<file path="config.mk">
export PLATFORM = sky130hd
export DESIGN_NAME = ppmd_seq
export DESIGN_NICKNAME = d
export VERILOG_FILES = /design/src/design/ppmd_pkg.sv /design/src/design/ppmd_seq.sv
export SDC_FILE = /design/constraint.sdc
export NUM_CORES = 1
export LEC_CHECK = 0
export BUFFER_PORTS_ARGS = -buffer_cell sky130_fd_sc_hd__buf_2
export CORE_AREA = 5 5 42 44
export DETAILED_ROUTE_END_ITERATION = 8
export DIE_AREA = 0 0 47 49
export PLACE_DENSITY = 0.5
export SLEW_MARGIN = 20
export SYNTH_ARGS = -nofsm -noshare
export SYNTH_HDL_FRONTEND = slang
export SYNTH_SLANG_ARGS = --single-unit
</file>
<file path="constraint.sdc">
create_clock -name clk_i -period 1.28 [get_ports clk_i]
set_input_delay 0.256 -clock clk_i [delete_from_list [all_inputs] [get_ports clk_i]]
set_output_delay 0.256 -clock clk_i [all_outputs]
set_load 0.01 [all_outputs]
</file>
<file path="src/design/ppmd_pkg.sv">
`default_nettype none
// ----------------------------------------------------------------------------
// ppmd_pkg
// Shared types, constants and the control store of the prefix match engine.
// ----------------------------------------------------------------------------
package ppmd_pkg;

  // Default sizes of the symbol store
  localparam int MAX_TIPS_DEF    = 64;
  localparam int MAX_SLOTS_DEF   = 16;
  localparam int MAX_SYMBOLS_DEF = 16;

  // Field widths fixed by the interface
  localparam int OP_W     = 1;
  localparam int TIP_W    = 6;
  localparam int SLOT_W   = 4;
  localparam int POS_W    = 4;
  localparam int SYM_W    = 8;
  localparam int DIST_W   = 9;
  localparam int CFG_W    = 5;
  localparam int CFG_IDX_W = 1;

  localparam logic [SYM_W-1:0] UNEDITED = 8'h30;
  localparam int DIST_MAX = 511;
  localparam logic [CFG_W-1:0] CFG_RESET = 5'd16;

  // Operation codes
  localparam logic [OP_W-1:0] OP_LOAD  = 1'b0;
  localparam logic [OP_W-1:0] OP_QUERY = 1'b1;

  // Register indexes
  localparam logic [CFG_IDX_W-1:0] REG_BARCODES = 1'b0;
  localparam logic [CFG_IDX_W-1:0] REG_SYMBOLS  = 1'b1;

  // Microprogram steps
  typedef logic [2:0] step_t;
  localparam step_t STEP_FETCH = 3'd0;
  localparam step_t STEP_START = 3'd1;
  localparam step_t STEP_READ  = 3'd2;
  localparam step_t STEP_LOOP  = 3'd3;
  localparam step_t STEP_OUT   = 3'd4;

  typedef enum logic [2:0] {
    COND_ALWAYS,
    COND_QUERY,
    COND_SKIP,
    COND_MORE,
    COND_OUT_FREE
  } cond_e;

  typedef struct packed {
    logic  in_rdy;
    logic  clr;
    logic  rd;
    logic  acc;
    logic  inc;
    logic  out_ld;
    cond_e cond;
    step_t jmp;
    step_t nxt;
  } ctl_t;

  typedef struct packed {
    logic query;
    logic skip;
    logic more;
    logic out_free;
  } sts_t;

  // Control store: one word per step
  function automatic ctl_t ctl_rom(input step_t step);
    ctl_t w;
    w = '0;
    unique case (step)
      STEP_FETCH: begin
        w.in_rdy = 1'b1;
        w.cond   = COND_QUERY;
        w.jmp    = STEP_START;
        w.nxt    = STEP_FETCH;
      end
      STEP_START: begin
        w.clr  = 1'b1;
        w.cond = COND_SKIP;
        w.jmp  = STEP_OUT;
        w.nxt  = STEP_READ;
      end
      STEP_READ: begin
        w.rd   = 1'b1;
        w.inc  = 1'b1;
        w.cond = COND_ALWAYS;
        w.jmp  = STEP_LOOP;
        w.nxt  = STEP_LOOP;
      end
      STEP_LOOP: begin
        w.rd   = 1'b1;
        w.acc  = 1'b1;
        w.inc  = 1'b1;
        w.cond = COND_MORE;
        w.jmp  = STEP_LOOP;
        w.nxt  = STEP_OUT;
      end
      STEP_OUT: begin
        w.out_ld = 1'b1;
        w.cond   = COND_OUT_FREE;
        w.jmp    = STEP_FETCH;
        w.nxt    = STEP_OUT;
      end
      default: begin
        w.cond = COND_ALWAYS;
        w.jmp  = STEP_FETCH;
        w.nxt  = STEP_FETCH;
      end
    endcase
    return w;
  endfunction

endpackage
`default_nettype wire

</file>
<file path="src/design/ppmd_seq.sv">
`default_nettype none
// ----------------------------------------------------------------------------
// ppmd_seq
// Step counter and control store lookup with conditional jumps.
// ----------------------------------------------------------------------------
module ppmd_seq
  import ppmd_pkg::*;
(
  input  wire logic clk_i,
  input  wire logic rst_ni,
  input  wire sts_t sts_i,
  output ctl_t      ctl_o
);

  step_t step_q, step_d;
  logic  taken;

  assign ctl_o = ctl_rom(step_q);

  always_comb begin
    unique case (ctl_o.cond)
      COND_ALWAYS:   taken = 1'b1;
      COND_QUERY:    taken = sts_i.query;
      COND_SKIP:     taken = sts_i.skip;
      COND_MORE:     taken = sts_i.more;
      COND_OUT_FREE: taken = sts_i.out_free;
      default:       taken = 1'b1;
    endcase
    step_d = taken ? ctl_o.jmp : ctl_o.nxt;
  end

  always_ff @(posedge clk_i or negedge rst_ni) begin
    if (!rst_ni) begin
      step_q <= STEP_FETCH;
    end else begin
      step_q <= step_d;
    end
  end

endmodule
`default_nettype wire

</file>
==> impl_metrics.env, run 1 <==
export IMPL_wl_per_cell_um=13.0
export IMPL_synth_top_family_by_area="simple AND/OR/NAND/NOR gates"
export IMPL_grt_pass1_wl_um=1590
export IMPL_period_share=1.21
export IMPL_rr_endpoint="step_q[2]"
export IMPL_irDropWorstVdd_uv=1180
export IMPL_p_int_mw=1.04
export IMPL_die_w_um=47
export IMPL_crit_start="step_q[1]"
export IMPL_synth_cells=33
export IMPL_grt_max_degree=8
export IMPL_synth_cell_type_count=21
export IMPL_multiInputGateArea_um2=203
export IMPL_final_area_um2=619
export IMPL_seqCellArea_um2=77.6
export IMPL_antennaDiodeCount=0
export IMPL_fp_dieH_um=49
export IMPL_period_minus_slack_ns=1.54
export IMPL_num_vias=344
export IMPL_clock_latency_ns=0.24
export IMPL_routed_wl_um=1070
export IMPL_synthXorXnorAreaFrac=0.0340
export IMPL_cts_tree="yes"
export IMPL_start_util=0.184
export IMPL_antenna_found_initial=0
export IMPL_max_freq_ghz=0.648
export IMPL_ys_seq_elements=3
export IMPL_path_clk_slew_ns=0.04
export IMPL_r2r_cells=5
export IMPL_largest_register_ffs=3
export IMPL_ys_warnings_count=0
export IMPL_rows=14
export IMPL_r2r_start="step_q[1]"
export IMPL_drtIter0Drc=1
export IMPL_reg_top3="step_q: 3 flops"
export IMPL_cts_max_path_buffers=2
export IMPL_synth_compound_area_frac=0.0825
export IMPL_grt_pass1_vias=322
export IMPL_p_comb_frac=0.773
export IMPL_hp_class="primary input to flop"
export IMPL_power_mw=1.76
export IMPL_drc=0
export IMPL_status="finished, violations left"
export IMPL_clock_sinks=3
export IMPL_slew_headroom=0.876
export IMPL_pwr_share_seq=0.127
export IMPL_syn_avg_cell_area_um2=7.81
export IMPL_gp_congestion=0.705
export IMPL_synth_area_mux_share=0
export IMPL_ioPinCount=21
export IMPL_hold_start="sts_i[3]"
export IMPL_rsz0062_at_grt="yes"
export IMPL_grt_overflow_total=0
export IMPL_syn2layout_area_growth_pct=140
export IMPL_ant_nets=0
export IMPL_p_per_area_mw_per_mm2=2830
export IMPL_slowest_delay_ns=0.44
export IMPL_maxCapViolCount=0
export IMPL_critPathRequiredTime_ns=1.02
export IMPL_synth_simple_gate_area_frac=0.422
export IMPL_finalSetupViolCount=15
export IMPL_syn_nets=39
export IMPL_crit_top_cell="buf_6"
export IMPL_switching_power_mw=0.715
export IMPL_crit_cells=4
export IMPL_drtPass1Iterations=2
export IMPL_cp_num_buf_inv=2
export IMPL_placed_area_um2=413
export IMPL_crit_family="flip-flops"
export IMPL_setup_slack_ns=-0.263
export IMPL_root_buffer="clkbuf_4"
export IMPL_cpMaxStageDelayCell="dfrtp_2"
export IMPL_drive_gt1_frac=0.788
export IMPL_startpoint_type="flop"
export IMPL_critPathMaxFanout=4
export IMPL_crit_path_end="ctl_o[6]"
export IMPL_viasPerCell=4.20
export IMPL_final_cell_mix="buf_6 (13), buf_2 (11), buf_4 (9)"
export IMPL_path_class="flop to output pin"
export IMPL_worstPathCellList="buf_6, xnor2_2, and2_2, buf_6"
export IMPL_cts_htree_levels=1
export IMPL_hold_viol_final=0
export IMPL_nets=73
export IMPL_syn_cell_area_um2=258
export IMPL_pwr_share_clk=0.100
export IMPL_switching_share=0.407
export IMPL_synth_fa_ha_area_frac=0
export IMPL_num_fill_cells=152
export IMPL_track_usage=0.108
export IMPL_r2r_slack_ns=0.11
export IMPL_die_area_mm2=0.00230
export IMPL_violations="setup timing"
export IMPL_numPortBuffers=20
export IMPL_mostFrequentLayoutCell="buf_6"
export IMPL_critPathCaptureType="output pin"
export IMPL_slew_violations=0
export IMPL_core_area_mm2=0.00140
export IMPL_leakage_nw=0.315
export IMPL_largest_register="step_q"
export IMPL_cts_buffers=3
export IMPL_skew_ns=0.00156
export IMPL_arrival_ns=1.29
export IMPL_ys_seq_area_frac=0.291
export IMPL_worstMarginPinSlew_ns=0.185
cells by family after synthesis:
| group | after synthesis |
|---|---|
| xor+xnor | 1 |
| buf+inv | 8 |
| flops | 3 |
| simple gates | 17 |
| compound gates | 4 |
cell type report:
type,count,area share
clock buffer,4,0.0424
tap,16,0.0323
sequential,3,0.125
inverter,3,0.0222
multi-input combinational,22,0.327
timing repair buffer,34,0.451
worst reg2reg max path, cell delays in order, from the launching register on:
cell	delay [ns]
dfrtp_2	0.44
buf_6	0.15
buf_4	0.14
nor4b_4	0.20
a31oi_1	0.06
o21ai_1	0.09
per-stage QoR:
stage	util	hold WS, ns	setup WS, ns	TNS, ns	cells
final	0.442	0.271	-0.263	-2.13	82
after detailed placement	0.295	0.0548	-0.0150	-0.0298	72
after floorplan	-	-0.0396	0.00325	0	33
after global placement	0.295	0.0565	-0.00169	-0.00169	72
after global routing	0.442	0.293	-0.296	-2.87	82
after CTS	0.392	0.267	-0.257	-2.25	80
per-layer routing:
layer  global-route usage  vias to the layer above  share of wire
met2                0.156                       12           0.55
met1                0.106                      160           0.34
met4               0.0968                        0          0.042
met3               0.0554                        4          0.074
met5                    0                        -              0
li1                     -                      168              -
power groups by stage:
stage,Sequential (mW),Combinational (mW),Clock (mW)
5_1_grt,0.230,1.45,0.194
6_report,0.223,1.36,0.176
3_3_place_gp,0.193,0.872,0
2_1_floorplan,0.156,0.572,0
4_1_cts,0.217,1.16,0.178
3_5_place_dp,0.194,0.875,0
cell usage after synthesis:
library cell,n,share of area
buf_4,3,0.087
dfrtp_1,3,0.29
nand2b_1,3,0.073
nor2_1,3,0.044
a21oi_1,2,0.039
and2_2,2,0.058
inv_2,2,0.029
nor3_1,2,0.039
a31oi_1,1,0.024
and2_4,1,0.034
and2b_2,1,0.034
buf_2,1,0.019
clkbuf_2,1,0.019
inv_1,1,0.015
nand2_1,1,0.015
nand2_4,1,0.044
nor2b_1,1,0.024
nor4b_1,1,0.034
o21ai_0,1,0.019
or2_1,1,0.024
xnor2_1,1,0.034
worst min-delay path by stage:
stage               cells past startpoint        end  slack (ns)
finish                                  3  step_q[0]        0.27
global route                            3  step_q[0]        0.29
CTS                                     3  step_q[0]        0.27
detailed placement                      1  step_q[2]        0.05
global placement                        1  step_q[2]        0.06
floorplan                               0  step_q[0]       -0.04
what timing repair did:
action	CTS	global route
endpoints found under the hold margin	3	0
endpoints found under the setup margin	15	16
resized for setup	17	12
pin swaps	2	3
hold buffers	1	0
buffers inserted	4	3
Power figures use the tool's default switching activity.
==> inputs of run 2 (changes only) <==
--- a/config.mk
+++ b/config.mk
@@ -5,11 +5,12 @@
 export SDC_FILE = /design/constraint.sdc
 export NUM_CORES = 1
 export LEC_CHECK = 0
+export ABC_AREA = 1
 export BUFFER_PORTS_ARGS = -buffer_cell sky130_fd_sc_hd__buf_2
 export CORE_AREA = 5 5 42 44
 export DETAILED_ROUTE_END_ITERATION = 8
 export DIE_AREA = 0 0 47 49
-export PLACE_DENSITY = 0.5
+export PLACE_DENSITY = 0.52
 export SLEW_MARGIN = 20
 export SYNTH_ARGS = -nofsm -noshare
 export SYNTH_HDL_FRONTEND = slang
==> run 2 against run 1 <==
The run still ends with setup timing left. Cell count up 12%. Count of clock-buffer cells in the layout unchanged. Maximum frequency up 8.1%. Routed wire length down 16%. Power up 0.27%. Register-to-register slack worse by 0.06 ns. Largest cell class unchanged. Die area unchanged. Highest routed layer is now met3.
==> impl_metrics.env, run 2 <==
export IMPL_status="finished, violations left"
export IMPL_violations="setup timing"
export IMPL_p_per_area_mw_per_mm2=3110
export IMPL_cts_buffers=3
export IMPL_syn2layout_area_growth_pct=101
export IMPL_routed_wl_um=897
export IMPL_drtPass1Iterations=2
export IMPL_drc=0
export IMPL_clock_latency_ns=0.23
export IMPL_leakage_nw=0.338
export IMPL_use_met3=0.0221
export IMPL_rows=14
export IMPL_clock_sinks=3
export IMPL_start_util=0.201
export IMPL_r2r_slack_ns=0.05
export IMPL_antenna_found_initial=0
export IMPL_critPathMaxFanout=5
export IMPL_gp_congestion=0.770
export IMPL_dp_cells=80
export IMPL_synth_cell_type_count=15
export IMPL_power_mw=1.76
export IMPL_place_ws_ns=0.0259
export IMPL_rsz0062_at_grt="yes"
export IMPL_syn_cell_area_um2=282
export IMPL_hp_class="primary input to async pin"
export IMPL_ant_nets=0
export IMPL_async_flop_share=1.00
export IMPL_met1_usage=0.0907
export IMPL_synth_top_cell_area_share=0.267
export IMPL_maxCapViolCount=0
export IMPL_syn_avg_cell_area_um2=6.40
export IMPL_largest_register="step_q"
export IMPL_period_share=1.12
export IMPL_finalNonFillerCells=92
export IMPL_r2r_start="step_q[2]"
export IMPL_final_cell_mix="buf_2 (15), buf_4 (9), nand2_1 (7), buf_6 (7), nand2_2 (6)"
export IMPL_path_class="flop to output pin"
export IMPL_finalSetupViolCount=15
export IMPL_synth_most_common_cell="nand2_1"
export IMPL_hold_viol_final=0
export IMPL_antennaDiodeCount=0
export IMPL_track_usage=0.0882
export IMPL_critPathRequiredTime_ns=1.02
export IMPL_ys_warnings_count=0
export IMPL_fp_dieH_um=49
export IMPL_setup_slack_ns=-0.147
export IMPL_ys_seq_elements=3
export IMPL_grt_max_degree=8
export IMPL_synth_cells=44
export IMPL_startpoint_type="flop"
export IMPL_slew_violations=0
export IMPL_numPortBuffers=20
export IMPL_met2_usage=0.149
export IMPL_worstMarginPinSlew_ns=0.155
export IMPL_num_vias=367
export IMPL_cts_tree="yes"
export IMPL_whs_ns=0.348
export IMPL_grt_pass1_vias=380
export IMPL_slew_headroom=0.896
export IMPL_reg_top3="step_q: 3 flops"
export IMPL_busiest_layer="met2"
export IMPL_syn_nets=50
export IMPL_arrival_ns=1.17
export IMPL_ioPinCount=21
export IMPL_core_area_mm2=0.00140
export IMPL_synth_area_leader_cell="dfrtp_1"
export IMPL_irDropWorstVdd_uv=1150
export IMPL_synth_area_leaders="dfrtp_1 (27%), nand2_1 (13%), inv_1 (9.3%)"
export IMPL_root_buffer="clkbuf_4"
export IMPL_ys_seq_area_frac=0.267
export IMPL_die_w_um=47
export IMPL_period_minus_slack_ns=1.43
export IMPL_viasPerCell=3.99
export IMPL_wl_per_cell_um=9.75
export IMPL_drive_gt1_frac=0.697
export IMPL_path_clk_slew_ns=0.04
export IMPL_skew_ns=0.00133
export IMPL_synthTopCellsByCount="nand2_1 (10), inv_1 (7), nor2_1 (5)"
export IMPL_grt_pass1_wl_um=1460
export IMPL_die_area_mm2=0.00230
export IMPL_mostFrequentLayoutCell="buf_2"
export IMPL_cts_htree_levels=1
export IMPL_critPathCaptureType="output pin"
export IMPL_synth_edf_count=0
export IMPL_num_fill_cells=153
export IMPL_rr_endpoint="step_q[1]"
export IMPL_ys_flop_type="dfrtp_1"
export IMPL_drtIter0Drc=2
export IMPL_cts_max_path_buffers=2
export IMPL_nets=83
export IMPL_grt_overflow_total=0
export IMPL_largest_register_ffs=3
export IMPL_r2r_cells=7
export IMPL_max_freq_ghz=0.701
export IMPL_dp_hpwl_um=663
run 2: cell types whose count changed in the layout (fill, tap and decap cells not counted), moves of 2 or more:
cell	before	now
buf_2	11	15
a21oi_1	2	0
nand2b_1	3	0
buf_6	13	7
and2_4	2	0
nor2_1	2	4
nand3_1	0	2
nor2_4	1	4
nand2_2	0	6
nand2_1	1	7
nor3_4	2	0
inv_1	1	3
inv_2	1	5
run 2: final cells by class:
class                           instances  area [µm²]  area share
Sequential cell                         3        76.3       0.135
Inverter                                9        36.3      0.0640
Timing Repair Buffer                   32         231       0.408
Tap cell                               16        20.0      0.0353
Clock buffer                            4        26.3      0.0464
Multi-Input combinational cell         28         176       0.311
run 2: metrics by stage:
step,instance area [µm²],TNS (ns),utilization
final,567,-1.37,0.404
after global routing,567,-2.66,0.404
after CTS,488,-1.27,0.348
after detailed placement,400,0,0.286
after global placement,400,0,0.286
after floorplan,284,0,-
run 2: cells by family after synthesis:
logic type	after synthesis	share of synthesized area
AOI/OAI and AO/OA	3	0.0666
buffers and inverters	13	0.240
DFF	3	0.267
and+or+nand+nor	25	0.427
run 2: worst max path at each step:
stage / from / slack [ns] / end / depth (start not counted)
finish: step_q[2] / -0.15 / ctl_o[1] / 4
global route: step_q[1] / -0.24 / ctl_o[1] / 5
CTS: step_q[0] / -0.17 / ctl_o[3] / 6
detailed placement: step_q[2] / 0.03 / ctl_o[1] / 4
global placement: step_q[1] / 0.06 / ctl_o[3] / 6
floorplan: step_q[2] / 0.04 / ctl_o[1] / 3
run 2: timing repair:
item                       CTS  global route
resized for setup            5            16
hold buffers                 1             0
hold endpoints to repair     3             0
setup buffers                5             3
pin swaps                    4             5
setup endpoints to repair   14            18
run 2: power breakdown:
group	switching, mW	internal [mW]	total [mW]
combinational	0.700	0.693	1.39
clock	0.0464	0.117	0.163
sequential	0.0620	0.143	0.205
total	0.808	0.952	1.76
run 2: critical path, cell delays in order (launching register included):
cell	delay, ns
dfrtp_2	0.45
nor2_4	0.18
inv_2	0.06
o21ai_2	0.11
buf_2	0.14
run 2: routing by layer:
metal | routed length [µm] | vias up | share of wire
met3 | 23 | 0 | 0.026
met4 | 0 | 0 | 0
li1 | - | 193 | -
met1 | 334 | 169 | 0.37
met5 | 0 | - | 0
met2 | 539 | 5 | 0.60
